<file path="src/design/assert_macros.svh">
// Assertion helpers shared by the design files.
// Both expect a clock named clock and an active-high reset named reset in scope.
`ifndef ASSERT_MACROS_SVH
`define ASSERT_MACROS_SVH

// Check that cons holds in the same cycle as ante
`define ASSERT_IMP(label, ante, cons, msg) \
   label: assert property (@(posedge clock) disable iff (reset) (ante) |-> (cons)) \
      else $error(msg);

// Check that cons holds in the cycle after ante
`define ASSERT_NEXT(label, ante, cons, msg) \
   label: assert property (@(posedge clock) disable iff (reset) (ante) |=> (cons)) \
      else $error(msg);

`endif

</file>
<file path="src/design/lvm_pkg.sv">
`default_nettype none

package lvm_pkg;

   // Viewport dimension width; offsets are one bit narrower, surface coordinates one wider
   localparam int DIM_BITS = 14;
   localparam int OFS_W    = DIM_BITS - 1;
   localparam int SURF_W   = DIM_BITS + 1;
   localparam int PROD_W   = 2 * DIM_BITS;
   localparam int ALIGN_W  = 8;
   localparam int POINT_W  = 16;
   localparam int CNT_W    = $clog2(DIM_BITS + 1);
   // Signed width that holds a client point and origin plus size
   localparam int CMP_W    = (DIM_BITS + 2 > POINT_W) ? DIM_BITS + 2 : POINT_W + 1;

   // Configuration port
   localparam int CSR_ADDR_W = 4;
   localparam int CSR_DATA_W = 32;
   localparam int CSR_IDX_W  = CSR_ADDR_W - 2;
   localparam logic [CSR_IDX_W-1:0] CSR_SURFACE_WIDTH  = CSR_IDX_W'(0);
   localparam logic [CSR_IDX_W-1:0] CSR_SURFACE_HEIGHT = CSR_IDX_W'(1);
   localparam logic [CSR_IDX_W-1:0] CSR_SIZE_ALIGNMENT = CSR_IDX_W'(2);

   // Reset values
   localparam logic [DIM_BITS-1:0] SURFACE_WIDTH_RESET  = DIM_BITS'(640);
   localparam logic [DIM_BITS-1:0] SURFACE_HEIGHT_RESET = DIM_BITS'(480);
   localparam logic [ALIGN_W-1:0]  SIZE_ALIGNMENT_RESET = ALIGN_W'(4);

   // Divider request and response
   typedef struct packed {
      logic                start;
      logic [PROD_W-1:0]   dividend;
      logic [DIM_BITS-1:0] divisor;
   } div_req_type;

   typedef struct packed {
      logic                done;
      logic [DIM_BITS-1:0] quotient;
      logic [DIM_BITS-1:0] remainder;
   } div_rsp_type;

   // Treat a zero divisor as one
   function automatic logic [DIM_BITS-1:0] at_least_one(input logic [DIM_BITS-1:0] v);
      return (v == '0) ? DIM_BITS'(1) : v;
   endfunction

endpackage

`default_nettype wire

</file>
<file path="src/design/letterbox_viewport_mapper.sv">
// Letterbox viewport mapper. A mode 0 transaction fits the surface aspect into the
// given window, rounds the size down to the alignment, centers it and stores it as the
// viewport; restore_needed reports a change of window size or full-screen flag. A mode 1
// transaction clamps a client point to the stored viewport and scales it to surface
// coordinates. One transaction is in work at a time: ready is low from acceptance until
// the result is loaded into the output register, which then waits for rsp_ready while
// the next transaction is taken. All division runs through one restoring divider that
// produces one quotient bit per cycle, and the products come from one shared
// multiplier. A resize uses three divisions and a map two, or none when the viewport
// has a zero width and height. Surface size and alignment registers are read live,
// so write them only while the block is idle.
`default_nettype none
`include "assert_macros.svh"

module letterbox_viewport_mapper import lvm_pkg::*; (
   input  wire  logic                         clock,
   input  wire  logic                         reset,
   // Input transactions
   input  wire  logic                         req_valid,
   output       logic                         req_ready,
   input  wire  logic                         req_mode,
   input  wire  logic [DIM_BITS-1:0]          req_win_width,
   input  wire  logic [DIM_BITS-1:0]          req_win_height,
   input  wire  logic                         req_full_screen,
   input  wire  logic signed [POINT_W-1:0]    req_point_x,
   input  wire  logic signed [POINT_W-1:0]    req_point_y,
   // Result transactions
   output       logic                         rsp_valid,
   input  wire  logic                         rsp_ready,
   output       logic [OFS_W-1:0]             rsp_view_x,
   output       logic [OFS_W-1:0]             rsp_view_y,
   output       logic [DIM_BITS-1:0]          rsp_view_width,
   output       logic [DIM_BITS-1:0]          rsp_view_height,
   output       logic                         rsp_restore_needed,
   output       logic signed [SURF_W-1:0]     rsp_surface_x,
   output       logic signed [SURF_W-1:0]     rsp_surface_y,
   output       logic                         rsp_clipped,
   // Configuration
   input  wire  logic                         psel,
   input  wire  logic                         penable,
   input  wire  logic                         pwrite,
   input  wire  logic [CSR_ADDR_W-1:0]        paddr,
   input  wire  logic [CSR_DATA_W-1:0]        pwdata,
   output       logic [CSR_DATA_W-1:0]        prdata,
   output       logic                         pready
);

   typedef enum logic [3:0] {
      S_IDLE,
      S_R_MUL_A,
      S_R_MUL_B,
      S_R_PICK,
      S_R_FIT,
      S_R_ALIGN,
      S_R_ALIGN_WAIT,
      S_R_STORE,
      S_M_CLAMP,
      S_M_MUL,
      S_M_DIV,
      S_M_WAIT,
      S_DONE
   } state_type;

   state_type state_ff, state_in;

   // Configuration registers
   logic [DIM_BITS-1:0] sw_ff, sw_in;
   logic [DIM_BITS-1:0] sh_ff, sh_in;
   logic [ALIGN_W-1:0]  al_ff, al_in;
   logic                csr_write;
   logic [CSR_IDX_W-1:0] csr_idx;

   // Stored viewport and previous resize request
   logic [OFS_W-1:0]    rect_left_ff, rect_left_in;
   logic [OFS_W-1:0]    rect_top_ff, rect_top_in;
   logic [DIM_BITS-1:0] rect_wide_ff, rect_wide_in;
   logic [DIM_BITS-1:0] rect_tall_ff, rect_tall_in;
   logic                prev_full_ff, prev_full_in;
   logic [DIM_BITS-1:0] prev_w_ff, prev_w_in;
   logic [DIM_BITS-1:0] prev_h_ff, prev_h_in;

   // Latched transaction
   logic                mode_ff, mode_in;
   logic [DIM_BITS-1:0] w_ff, w_in;
   logic [DIM_BITS-1:0] h_ff, h_in;
   logic                full_ff, full_in;
   logic signed [POINT_W-1:0] px_ff, px_in;
   logic signed [POINT_W-1:0] py_ff, py_in;

   // Working registers
   logic                axis_ff, axis_in;
   logic [PROD_W-1:0]   prod_a_ff, prod_a_in;
   logic [PROD_W-1:0]   prod_b_ff, prod_b_in;
   logic [DIM_BITS-1:0] nw_ff, nw_in;
   logic [DIM_BITS-1:0] nh_ff, nh_in;
   logic [DIM_BITS-1:0] d_ff, d_in;
   logic                clip_ff, clip_in;
   logic                restore_ff, restore_in;
   logic signed [SURF_W-1:0] sx_ff, sx_in;
   logic signed [SURF_W-1:0] sy_ff, sy_in;

   // Output register
   logic                rsp_valid_ff, rsp_valid_in;
   logic [OFS_W-1:0]    out_x_ff, out_x_in;
   logic [OFS_W-1:0]    out_y_ff, out_y_in;
   logic [DIM_BITS-1:0] out_w_ff, out_w_in;
   logic [DIM_BITS-1:0] out_h_ff, out_h_in;
   logic                out_restore_ff, out_restore_in;
   logic signed [SURF_W-1:0] out_sx_ff, out_sx_in;
   logic signed [SURF_W-1:0] out_sy_ff, out_sy_in;
   logic                out_clip_ff, out_clip_in;

   // Shared multiplier
   logic [DIM_BITS-1:0] mul_a, mul_b;
   logic [PROD_W-1:0]   mul_p;

   // Divider
   div_req_type div_req;
   div_rsp_type div_rsp;

   // Resize helpers
   logic                fit_w;
   logic [ALIGN_W-1:0]  al_eff;
   logic [DIM_BITS-1:0] span_w, span_h;

   // Map helpers for the current axis
   logic signed [POINT_W-1:0] cur_p;
   logic [OFS_W-1:0]    cur_origin;
   logic [DIM_BITS-1:0] cur_size;
   logic [DIM_BITS-1:0] cur_surf;
   logic signed [CMP_W-1:0] p_ext, org_ext, hi_ext, p_lo, p_cl, diff;
   logic                clamp_lo, clamp_hi;
   logic signed [SURF_W-1:0] neg_surf;

   lvm_div u_div (
      .clock   (clock),
      .reset   (reset),
      .div_req (div_req),
      .div_rsp (div_rsp)
   );

   // Decode the configuration port
   assign pready    = 1'b1;
   assign csr_write = psel & penable & pwrite;
   assign csr_idx   = paddr[CSR_ADDR_W-1:2];

   always_comb begin
      case (csr_idx)
         CSR_SURFACE_WIDTH:  prdata = CSR_DATA_W'(sw_ff);
         CSR_SURFACE_HEIGHT: prdata = CSR_DATA_W'(sh_ff);
         CSR_SIZE_ALIGNMENT: prdata = CSR_DATA_W'(al_ff);
         default:            prdata = '0;
      endcase
   end

   // Select the current axis and clamp the point to the viewport
   always_comb begin
      cur_p      = axis_ff ? py_ff : px_ff;
      cur_origin = axis_ff ? rect_top_ff : rect_left_ff;
      cur_size   = axis_ff ? rect_tall_ff : rect_wide_ff;
      cur_surf   = axis_ff ? sh_ff : sw_ff;
      p_ext      = CMP_W'(cur_p);
      org_ext    = $signed(CMP_W'(cur_origin));
      hi_ext     = org_ext + $signed(CMP_W'(cur_size));
      clamp_lo   = (p_ext < org_ext);
      p_lo       = clamp_lo ? org_ext : p_ext;
      clamp_hi   = (hi_ext <= p_lo);
      p_cl       = clamp_hi ? hi_ext - $signed(CMP_W'(1)) : p_lo;
      diff       = p_cl - org_ext;
      neg_surf   = $signed(SURF_W'(0) - SURF_W'(cur_surf));
   end

   // Resize helpers
   assign fit_w  = (prod_a_ff <= prod_b_ff);
   assign al_eff = (al_ff == '0) ? ALIGN_W'(1) : al_ff;
   assign span_w = w_ff - nw_ff;
   assign span_h = h_ff - nh_ff;

   // Multiplier operands
   always_comb begin
      case (state_ff)
         S_R_MUL_A: begin
            mul_a = w_ff;
            mul_b = sh_ff;
         end
         S_R_MUL_B: begin
            mul_a = h_ff;
            mul_b = sw_ff;
         end
         default: begin
            mul_a = d_ff;
            mul_b = cur_surf;
         end
      endcase
   end
   assign mul_p = PROD_W'(mul_a) * PROD_W'(mul_b);

   // Divider requests
   always_comb begin
      div_req.start    = 1'b0;
      div_req.dividend = prod_a_ff;
      div_req.divisor  = cur_size;
      case (state_ff)
         S_R_PICK: begin
            div_req.start    = 1'b1;
            div_req.dividend = fit_w ? prod_a_ff : prod_b_ff;
            div_req.divisor  = fit_w ? at_least_one(sw_ff) : at_least_one(sh_ff);
         end
         S_R_ALIGN: begin
            div_req.start    = 1'b1;
            div_req.dividend = PROD_W'(axis_ff ? nh_ff : nw_ff);
            div_req.divisor  = DIM_BITS'(al_eff);
         end
         S_M_DIV: begin
            div_req.start = 1'b1;
         end
         default: begin
            div_req.start = 1'b0;
         end
      endcase
   end

   // Sequencer
   always_comb begin
      state_in       = state_ff;
      sw_in          = sw_ff;
      sh_in          = sh_ff;
      al_in          = al_ff;
      rect_left_in   = rect_left_ff;
      rect_top_in    = rect_top_ff;
      rect_wide_in   = rect_wide_ff;
      rect_tall_in   = rect_tall_ff;
      prev_full_in   = prev_full_ff;
      prev_w_in      = prev_w_ff;
      prev_h_in      = prev_h_ff;
      mode_in        = mode_ff;
      w_in           = w_ff;
      h_in           = h_ff;
      full_in        = full_ff;
      px_in          = px_ff;
      py_in          = py_ff;
      axis_in        = axis_ff;
      prod_a_in      = prod_a_ff;
      prod_b_in      = prod_b_ff;
      nw_in          = nw_ff;
      nh_in          = nh_ff;
      d_in           = d_ff;
      clip_in        = clip_ff;
      restore_in     = restore_ff;
      sx_in          = sx_ff;
      sy_in          = sy_ff;
      rsp_valid_in   = rsp_valid_ff & ~rsp_ready;
      out_x_in       = out_x_ff;
      out_y_in       = out_y_ff;
      out_w_in       = out_w_ff;
      out_h_in       = out_h_ff;
      out_restore_in = out_restore_ff;
      out_sx_in      = out_sx_ff;
      out_sy_in      = out_sy_ff;
      out_clip_in    = out_clip_ff;

      // Take configuration writes
      if (csr_write) begin
         case (csr_idx)
            CSR_SURFACE_WIDTH:  sw_in = pwdata[DIM_BITS-1:0];
            CSR_SURFACE_HEIGHT: sh_in = pwdata[DIM_BITS-1:0];
            CSR_SIZE_ALIGNMENT: al_in = pwdata[ALIGN_W-1:0];
            default:            al_in = al_ff;
         endcase
      end

      case (state_ff)
         S_IDLE: begin
            // Latch the transaction
            if (req_valid) begin
               mode_in  = req_mode;
               w_in     = req_win_width;
               h_in     = req_win_height;
               full_in  = req_full_screen;
               px_in    = req_point_x;
               py_in    = req_point_y;
               axis_in  = 1'b0;
               clip_in  = 1'b0;
               sx_in    = '0;
               sy_in    = '0;
               state_in = req_mode ? S_M_CLAMP : S_R_MUL_A;
            end
         end
         S_R_MUL_A: begin
            prod_a_in = mul_p;
            state_in  = S_R_MUL_B;
         end
         S_R_MUL_B: begin
            prod_b_in = mul_p;
            state_in  = S_R_PICK;
         end
         S_R_PICK: begin
            state_in = S_R_FIT;
         end
         S_R_FIT: begin
            // Keep the full window dimension on the limiting side
            if (div_rsp.done) begin
               if (fit_w) begin
                  nw_in = w_ff;
                  nh_in = (div_rsp.quotient > h_ff) ? h_ff : div_rsp.quotient;
               end else begin
                  nh_in = h_ff;
                  nw_in = (div_rsp.quotient > w_ff) ? w_ff : div_rsp.quotient;
               end
               axis_in  = 1'b0;
               state_in = S_R_ALIGN;
            end
         end
         S_R_ALIGN: begin
            state_in = S_R_ALIGN_WAIT;
         end
         S_R_ALIGN_WAIT: begin
            // Round down to the alignment by dropping the remainder
            if (div_rsp.done) begin
               if (axis_ff) begin
                  nh_in    = nh_ff - div_rsp.remainder;
                  state_in = S_R_STORE;
               end else begin
                  nw_in    = nw_ff - div_rsp.remainder;
                  axis_in  = 1'b1;
                  state_in = S_R_ALIGN;
               end
            end
         end
         S_R_STORE: begin
            // Center the viewport and note any change of request
            rect_left_in = span_w[DIM_BITS-1:1];
            rect_top_in  = span_h[DIM_BITS-1:1];
            rect_wide_in = nw_ff;
            rect_tall_in = nh_ff;
            restore_in   = (full_ff != prev_full_ff) || (w_ff != prev_w_ff) ||
                           (h_ff != prev_h_ff);
            prev_full_in = full_ff;
            prev_w_in    = w_ff;
            prev_h_in    = h_ff;
            state_in     = S_DONE;
         end
         S_M_CLAMP: begin
            clip_in = clip_ff | clamp_lo | clamp_hi;
            d_in    = diff[DIM_BITS-1:0];
            // An empty viewport maps straight to minus the surface size
            if (cur_size == '0) begin
               if (axis_ff) begin
                  sy_in    = neg_surf;
                  state_in = S_DONE;
               end else begin
                  sx_in   = neg_surf;
                  axis_in = 1'b1;
               end
            end else begin
               state_in = S_M_MUL;
            end
         end
         S_M_MUL: begin
            prod_a_in = mul_p;
            state_in  = S_M_DIV;
         end
         S_M_DIV: begin
            state_in = S_M_WAIT;
         end
         S_M_WAIT: begin
            if (div_rsp.done) begin
               if (axis_ff) begin
                  sy_in    = $signed(SURF_W'(div_rsp.quotient));
                  state_in = S_DONE;
               end else begin
                  sx_in    = $signed(SURF_W'(div_rsp.quotient));
                  axis_in  = 1'b1;
                  state_in = S_M_CLAMP;
               end
            end
         end
         S_DONE: begin
            // Load the output register once it is free
            if (!rsp_valid_ff || rsp_ready) begin
               rsp_valid_in   = 1'b1;
               out_x_in       = rect_left_ff;
               out_y_in       = rect_top_ff;
               out_w_in       = rect_wide_ff;
               out_h_in       = rect_tall_ff;
               out_restore_in = mode_ff ? 1'b0 : restore_ff;
               out_sx_in      = mode_ff ? sx_ff : '0;
               out_sy_in      = mode_ff ? sy_ff : '0;
               out_clip_in    = mode_ff ? clip_ff : 1'b0;
               state_in       = S_IDLE;
            end
         end
         default: begin
            state_in = S_IDLE;
         end
      endcase
   end

   always_ff @(posedge clock) begin
      mode_ff        <= mode_in;
      w_ff           <= w_in;
      h_ff           <= h_in;
      full_ff        <= full_in;
      px_ff          <= px_in;
      py_ff          <= py_in;
      prod_a_ff      <= prod_a_in;
      prod_b_ff      <= prod_b_in;
      nw_ff          <= nw_in;
      nh_ff          <= nh_in;
      d_ff           <= d_in;
      clip_ff        <= clip_in;
      restore_ff     <= restore_in;
      sx_ff          <= sx_in;
      sy_ff          <= sy_in;
      out_x_ff       <= out_x_in;
      out_y_ff       <= out_y_in;
      out_w_ff       <= out_w_in;
      out_h_ff       <= out_h_in;
      out_restore_ff <= out_restore_in;
      out_sx_ff      <= out_sx_in;
      out_sy_ff      <= out_sy_in;
      out_clip_ff    <= out_clip_in;
      if (reset) begin
         state_ff     <= S_IDLE;
         axis_ff      <= 1'b0;
         rsp_valid_ff <= 1'b0;
         sw_ff        <= SURFACE_WIDTH_RESET;
         sh_ff        <= SURFACE_HEIGHT_RESET;
         al_ff        <= SIZE_ALIGNMENT_RESET;
         rect_left_ff <= '0;
         rect_top_ff  <= '0;
         rect_wide_ff <= SURFACE_WIDTH_RESET;
         rect_tall_ff <= SURFACE_HEIGHT_RESET;
         prev_full_ff <= 1'b0;
         prev_w_ff    <= '0;
         prev_h_ff    <= '0;
      end else begin
         state_ff     <= state_in;
         axis_ff      <= axis_in;
         rsp_valid_ff <= rsp_valid_in;
         sw_ff        <= sw_in;
         sh_ff        <= sh_in;
         al_ff        <= al_in;
         rect_left_ff <= rect_left_in;
         rect_top_ff  <= rect_top_in;
         rect_wide_ff <= rect_wide_in;
         rect_tall_ff <= rect_tall_in;
         prev_full_ff <= prev_full_in;
         prev_w_ff    <= prev_w_in;
         prev_h_ff    <= prev_h_in;
      end
   end

   assign req_ready          = (state_ff == S_IDLE);
   assign rsp_valid          = rsp_valid_ff;
   assign rsp_view_x         = out_x_ff;
   assign rsp_view_y         = out_y_ff;
   assign rsp_view_width     = out_w_ff;
   assign rsp_view_height    = out_h_ff;
   assign rsp_restore_needed = out_restore_ff;
   assign rsp_surface_x      = out_sx_ff;
   assign rsp_surface_y      = out_sy_ff;
   assign rsp_clipped        = out_clip_ff;

   `ASSERT_IMP(a_rsp_from_done, $rose(rsp_valid_ff), $past(state_ff == S_DONE),
               "result raised outside done")
   `ASSERT_NEXT(a_rect_in_window, state_ff == S_R_STORE,
                rect_wide_ff <= w_ff && rect_tall_ff <= h_ff, "viewport exceeds window")
   `ASSERT_IMP(a_offset_in_view, state_ff == S_M_MUL, d_ff < cur_size,
               "clamped offset outside viewport")

endmodule

`default_nettype wire

</file>
<file path="src/design/lvm_div.sv">
`default_nettype none
`include "assert_macros.svh"

module lvm_div import lvm_pkg::*; (
   input  wire logic        clock,
   input  wire logic        reset,
   input  wire div_req_type div_req,
   output      div_rsp_type div_rsp
);

   logic                busy_ff, busy_in;
   logic                done_ff, done_in;
   logic [CNT_W-1:0]    cnt_ff, cnt_in;
   logic [DIM_BITS-1:0] rem_ff, rem_in;
   logic [DIM_BITS-1:0] quo_ff, quo_in;
   logic [DIM_BITS-1:0] div_ff, div_in;
   logic [DIM_BITS:0]   trial;
   logic                take;

   // Restoring division, one quotient bit per cycle; the upper dividend half is
   // always below the divisor, so DIM_BITS steps give the whole quotient
   always_comb begin
      trial   = {rem_ff, quo_ff[DIM_BITS-1]};
      take    = (trial >= {1'b0, div_ff});
      busy_in = busy_ff;
      done_in = 1'b0;
      cnt_in  = cnt_ff;
      rem_in  = rem_ff;
      quo_in  = quo_ff;
      div_in  = div_ff;
      if (div_req.start) begin
         rem_in  = div_req.dividend[PROD_W-1:DIM_BITS];
         quo_in  = div_req.dividend[DIM_BITS-1:0];
         div_in  = div_req.divisor;
         cnt_in  = CNT_W'(DIM_BITS);
         busy_in = 1'b1;
      end else if (busy_ff) begin
         rem_in = take ? DIM_BITS'(trial - {1'b0, div_ff}) : trial[DIM_BITS-1:0];
         quo_in = {quo_ff[DIM_BITS-2:0], take};
         cnt_in = cnt_ff - CNT_W'(1);
         if (cnt_ff == CNT_W'(1)) begin
            busy_in = 1'b0;
            done_in = 1'b1;
         end
      end
   end

   always_ff @(posedge clock) begin
      rem_ff <= rem_in;
      quo_ff <= quo_in;
      div_ff <= div_in;
      if (reset) begin
         busy_ff <= 1'b0;
         done_ff <= 1'b0;
         cnt_ff  <= '0;
      end else begin
         busy_ff <= busy_in;
         done_ff <= done_in;
         cnt_ff  <= cnt_in;
      end
   end

   assign div_rsp.done      = done_ff;
   assign div_rsp.quotient  = quo_ff;
   assign div_rsp.remainder = rem_ff;

   `ASSERT_IMP(a_start_when_idle, div_req.start, !busy_ff, "divider started while busy")
   `ASSERT_IMP(a_rem_below_divisor, done_ff, rem_ff < div_ff, "remainder not below divisor")
   `ASSERT_NEXT(a_last_step_done, busy_ff && cnt_ff == CNT_W'(1), done_ff && !busy_ff, "last step did not finish")

endmodule

`default_nettype wire

</file>
<file path="config.mk">
export PLATFORM = sky130hd
export DESIGN_NAME = letterbox_viewport_mapper
export DESIGN_NICKNAME = d
export VERILOG_FILES = /design/src/design/lvm_pkg.sv /design/src/design/letterbox_viewport_mapper.sv /design/src/design/lvm_div.sv
export VERILOG_INCLUDE_DIRS = /design/src /design/src/design
export SDC_FILE = /design/constraint.sdc
export NUM_CORES = 2
export LEC_CHECK = 0
export BUFFER_PORTS_ARGS = -buffer_cell sky130_fd_sc_hd__buf_2
export CAP_MARGIN = 25
export CORE_MARGIN = 2
export CORE_UTILIZATION = 35
export CTS_CLUSTER_DIAMETER = 60
export DETAILED_ROUTE_END_ITERATION = 16
export GPL_ROUTABILITY_DRIVEN = 0
export PLACE_DENSITY = 0.63
export SKIP_LAST_GASP = 1
export SYNTH_ARGS = -nofsm -noshare
export SYNTH_HDL_FRONTEND = slang
export SYNTH_SLANG_ARGS = --single-unit
</file>
<file path="constraint.sdc">
create_clock -name clock -period 20 [get_ports clock]
set_input_delay 3 -clock clock [delete_from_list [all_inputs] [get_ports clock]]
set_output_delay 3 -clock clock [all_outputs]
set_load 0.1 [all_outputs]
</file>
* Word-level counts from Yosys, hierarchy flattened *
Cells that the tools add are included.

storage, ports and cells
  register bits = 451
  input bits = 105
  output and inout bits = 121

cells by class
  add/sub/neg operators = 10
  $mul = 1
  $lt $le $gt $ge = 6
  equal/unequal tests = 32
  mux-type cells = 70
  bitwise gates (word level) = 7
  reductions and logical operators = 32

operator list
  operator            number
  $mux 14             22
  $mux 15             9
  $pmux 14 s2         4
  $pmux 15 s3         2
  $pmux 42 s2         1
  $sub 14x14->14      6
  $pmux 4 s13         1
  $logic_not 14->1    3
  $pmux 14 s3         1
  $mux 4              10
  $gt 14x14->1        2
  $le 28x28->1        1
  $mul 14x14->28      1
  $mux 28             1
  $ne 14x14->1        2
  $eq 4x4->1 const B  5
  $ne 2x2->1 const B  9
  $reduce_and 6->1    3
  $le 16x17->1        1
  $mux 17             1
  $eq 4x3->1 const B  4
  $lt 16x14->1        1
  $mux 16             1
  $add 13x14->15      1
  34 further kinds    66

* Logic depth before layout (Yosys ltp) *
  depth in word-level cells = 6
  depth in mapped cells = 40
  gate-level depth less buffers = 33

* Cells and area by module *
Synthesis repeated with hierarchy kept, for this count alone.

second synthesis, totals
  cell total of the unflattened synthesis = 3365
  area, all modules = 32546.2 um2

by module, submodules not included
  module                     times used  cells each  area an instance (um2)  seq. area each (um2)
  letterbox_viewport_mapper  1           3098        29608.4                 10850.4
  lvm_div                    1           267         2937.8                  1381.3

* Least setup slack after synthesis *
OpenSTA, ideal clock, no wires.

  path kind = input port to flip-flop
  from = in rsp_ready
  to = reg out_clip_ff, in the netlist rsp_clipped, enable pin
  library setup time = 0.742 ns
  arrival time = 11.175 ns
  data required time = 19.258 ns
  setup slack = 8.083 ns
  stages on the path = 2
  cells stage by stage = nor2b_1 -> nor4_1

between the ends
  word-level cells in the longest chain between the ends = 2

ends and longest elaborated chain
  element                     line                              source
  start: declaration          letterbox_viewport_mapper.sv:29   input wire logic rsp_ready,
  $logic_or 1x1->1            letterbox_viewport_mapper.sv:380  if (!rsp_valid_ff || rsp_ready) begin
  $reduce_and 2->1 (no line)  -
  end signal: assignment      letterbox_viewport_mapper.sv:422  out_clip_ff <= out_clip_in;
  end: declaration            letterbox_viewport_mapper.sv:111  logic out_clip_ff, out_clip_in;

Every way passes these cells.
A chain may end at the register's enable or synchronous reset.

* Worst setup path after layout *
  from = reg state_ff[1]
  to = reg prod_b_ff[27], data pin

between the ends
  word-level cells in the longest chain between the ends = 3

ends and longest elaborated chain
  element                                          line                              source
  start: declaration                               letterbox_viewport_mapper.sv:64   state_type state_ff, state_in;
  start signal: assignment                         letterbox_viewport_mapper.sv:438  state_ff <= state_in;
  $eq 4x2->1 / $eq 4x1->1 (equally long branches)  letterbox_viewport_mapper.sv:181  case (state_ff)
  $pmux 14 s2                                      letterbox_viewport_mapper.sv:181
  $mul 14x14->28 (*)                               letterbox_viewport_mapper.sv:196  assign mul_p = PROD_W'(mul_a) * PROD_W'(mul_b);
  net mul_p[27]                                    letterbox_viewport_mapper.sv:115  logic [PROD_W-1:0] mul_p;
  end signal: assignment                           letterbox_viewport_mapper.sv:407  prod_b_ff <= prod_b_in;
  end: declaration                                 letterbox_viewport_mapper.sv:93   logic [PROD_W-1:0] prod_b_ff, prod_b_in;

Mark *: on every way through the listed nets, which the timed path passes. The rest lies on a longest branch.

==> run summary <==
- 9.40 ns — data arrival time at the worst-slack endpoint
- 0.000217 V — peak supply drop
- 0.110 — proportion of layout cells with a drive suffix above 1
- 52 — number of buffers created by CTS
- 3286 — Cells after Synth
- 0.457 ns — final hold slack
- 74400 microns — Post-DP HPWL
- 12.7% — area growth from synthesis to final layout
- yes — CTS tree
- 1.06 ns — measured slew at the worst slew-check pin
- 5 — Detailed Routing Iterations Pass 1
- 5.49 mW — overall power
- 5.34 — via count normalized by instance count
- 0 — Final Hold Fails
- 0 — gr ovfl total
- 0 — CTS hold repair buffers
- 0 — Final Max Slew Viols
- 0.182 — Clk network pwr share
- 44 — Max FO, Critical Path
- 3 — maximum buffer depth of the clock tree
- 0 — antenna viol nets, final
- 320 — Post-synth EDFFs
- 186 — count of port buffers added during placement
- 0.453 — fin crit share
- 451 — total number of clock tree sinks
- 12 — initial antenna violation count
- 0.06 ns — clock input transition at the sequential cells of the worst setup and hold paths
- 0.562 — Gate power share
- 0.255 — portion of total power attributed to sequential cells
- 0 — yosys synthesis warning count
- 3.07 mW — internal power contribution
- 110 — number of cell rows
- false — RSZ-0062 raised after global routing
- 2.42 mW — switching component of the power
- register — crit path capture type
- 20.9 microns — routed wirelength normalized by instance count
- edfxtp_1 — Main synth FF type
- 0.354 — initial core utilization
- 4675 — Final Non-Filler Cells
- clkbuf_16 — root cell of the clock tree
- 2 — Clock H-tree levels
- 4568 — number of placed cells counting well taps
- 15.5 nW — leakage power
- 20.35 ns — worst endpoint required time
- 3970 — Nets
- 0 — max-cap violations
- register — type of element launching the critical path
- 153 mW/mm^2 — power density cells
- 2335 — count of routing violations after the opening detailed-route iteration
- 0 — Hold Path Cell Cnt
- 75 — count of unique library cells instantiated by Yosys
- 0.0901 sq mm — total core area
- 0.383 — share of synthesized area occupied by flip-flops and latches
- 0 ns — setup tns final
- 0 — # setup viols final
- register to register — Hold Crit Class
- 9.06 ns — crit path time final
- 97800 microns — sum of routed wire length over all layers
- 0.0936 sq mm — full die area
- 147000 microns — wire length of the first global-routing pass
- 25.0k — vias after detailed routing
- 9.71 sq um — Avg Cell Area, Syn
- 0.0710 ns — worst setup skew after layout
- 0 — number of setup buffers added after CTS
- 226 — boundary pin count
- 306 microns — Die Y
- 77 — maximum number of pins on one net before global-route repair
- complete, no violations — outcome
- 0 — drc violations
- 0 — async set-or-reset flop fraction in the synthesized netlist
- 0.290 — worst slew slack as a fraction of its limit
- 0.207 — overall global routing resource usage
- 27 — Register-to-Register Path Depth
- register to register — worst setup path category
- 451 — number of flip-flops and latches in the synthesized netlist
- 0.442 — switching power as a share of total power
- 0.0319 sq mm — post-synthesis cell area
- 0.63 ns — clk_lat worst skew
- 306 microns — width of the chip
- 24.2k — vias in the first global route
- 0 — Resized Gates After CTS
- 0.110 GHz — achievable clock frequency
==> synth_stat cells, types with 55 or more instances <==
master | number | area (sq um)
and2_1 | 55 | 344
fa_1 | 148 | 2960
mux2i_1 | 157 | 1570
a21oi_1 | 207 | 1040
nor2_1 | 270 | 1010
nand2_1 | 458 | 1720
clkbuf_1 | 93 | 349
xnor2_1 | 97 | 850
dfxtp_1 | 131 | 2620
inv_1 | 320 | 1200
o21ai_0 | 132 | 661
ha_1 | 270 | 3380
edfxtp_1 | 320 | 9610
==> metal layers <==
| layer | share of wire | track usage | up-vias | wire (microns) |
|---|---|---|---|---|
| li1 | - | - | 11700 | - |
| met1 | 0.43 | 0.280 | 12000 | 41800 |
| met2 | 0.45 | 0.329 | 1001 | 44200 |
| met3 | 0.077 | 0.0312 | 238 | 7520 |
| met4 | 0.043 | 0.0849 | 6 | 4200 |
| met5 | 0.00039 | 0 | - | 38 |
==> cells by family (layout without fill, tap and decap cells) <==
family / count (synthesis) / in the layout / synth area share
adder cells (fa/ha/maj): 418 / 418 / 0.199
flip-flops: 451 / 451 / 0.383
XOR/XNOR: 151 / 151 / 0.0414
multiplexers: 196 / 196 / 0.0630
AO/OA/AOI/OAI: 571 / 571 / 0.111
buffers and inverters: 461 / 648 / 0.0576
other: 2 / 28 / 0.000235
AND/OR/NAND/NOR: 1036 / 1036 / 0.145
==> sequential cells by signal (all words and copies together), names as in the netlist, 15 cells and up <==
register       flops
prod_a_ff         28
prod_b_ff         28
px_ff             16
py_ff             16
rsp_surface_x     15
rsp_surface_y     15
sx_ff             15
sy_ff             15
==> worst paths after layout <==
kind / start / end / slack, ns
min: rect_top_ff[10]$_SDFFE_PP0N_ / rsp_view_y[10]$_DFFE_PP_ / 0.46
max: state_ff[1]$_SDFFE_PP0P_ / prod_b_ff[27]$_DFFE_PN_ / 10.94
max reg2reg: state_ff[1]$_SDFFE_PP0P_ / prod_b_ff[27]$_DFFE_PN_ / 10.94
min reg2reg: rect_top_ff[10]$_SDFFE_PP0N_ / rsp_view_y[10]$_DFFE_PP_ / 0.46
==> cell usage in the layout, fill, tap and decap left out, types with 16 or more instances in the layout <==
master,n
fa_1,148
and2_1,53
buf_4,43
clkbuf_16,53
a21o_1,41
a22oi_1,16
nor2b_1,30
a21oi_1,206
xnor2_1,97
a31oi_1,20
nand3b_1,18
nor2_1,270
edfxtp_1,320
inv_1,320
buf_2,185
nand2_1,458
mux2_2,39
ha_1,270
nand4_1,26
nor4_1,20
xor2_1,54
conb_1,19
mux2i_1,157
o21ai_0,132
nand3_1,40
dfxtp_1,130
o21a_1,19
nand2b_1,17
nor3_1,49
a211oi_1,17
==> area by class of cell <==
type | instances | area (sq um)
sequential | 451 | 12200
multi-input combinational | 2391 | 18000
timing repair buffer | 229 | 1260
antenna | 9 | 22.5
tap | 1176 | 1470
fill | 8855 | 54200
inverter | 322 | 1210
clock inverter | 30 | 383
clock buffer | 67 | 1430
==> worst max-delay path: stages, from the launching register on <==
cell      delay, ns
dfxtp_1        0.82
nand2_1        0.21
nor3_2         0.15
buf_4          0.54
o21bai_2       0.23
buf_4          0.37
mux2i_1        0.85
nor2_1         0.12
fa_1           0.52
inv_1          0.05
fa_1           0.47
inv_1          0.06
fa_1           0.49
fa_1           0.46
fa_1           0.56
inv_1          0.06
fa_1           0.48
inv_1          0.04
ha_1           0.35
a21o_1         0.22
a21o_1         0.17
a21oi_1        0.16
o21bai_1       0.09
a221oi_2       0.41
o21ai_1        0.18
a211o_1        0.28
a21oi_1        0.17
xnor2_1        0.22
==> power groups by stage <==
stage | clock [mW] | sequential (mW) | combinational [mW]
2_1_floorplan | 0 | 1.37 | 2.10
3_3_place_gp | 0 | 1.42 | 3.01
3_5_place_dp | 0 | 1.42 | 3.03
4_1_cts | 1.02 | 1.40 | 3.07
5_1_grt | 1.06 | 1.41 | 3.43
6_report | 1.00 | 1.40 | 3.09
==> through the flow <==
stage,util,setup WS (ns),instance area (sq um)
floorplan,-,8.08,32000
global placement,0.379,11.13,34100
detailed placement,0.379,11.12,34100
CTS,0.399,11.00,35900
global route,0.399,10.40,36000
finish,0.399,10.94,36000
Note: power is estimated with default switching activity, not from simulation.
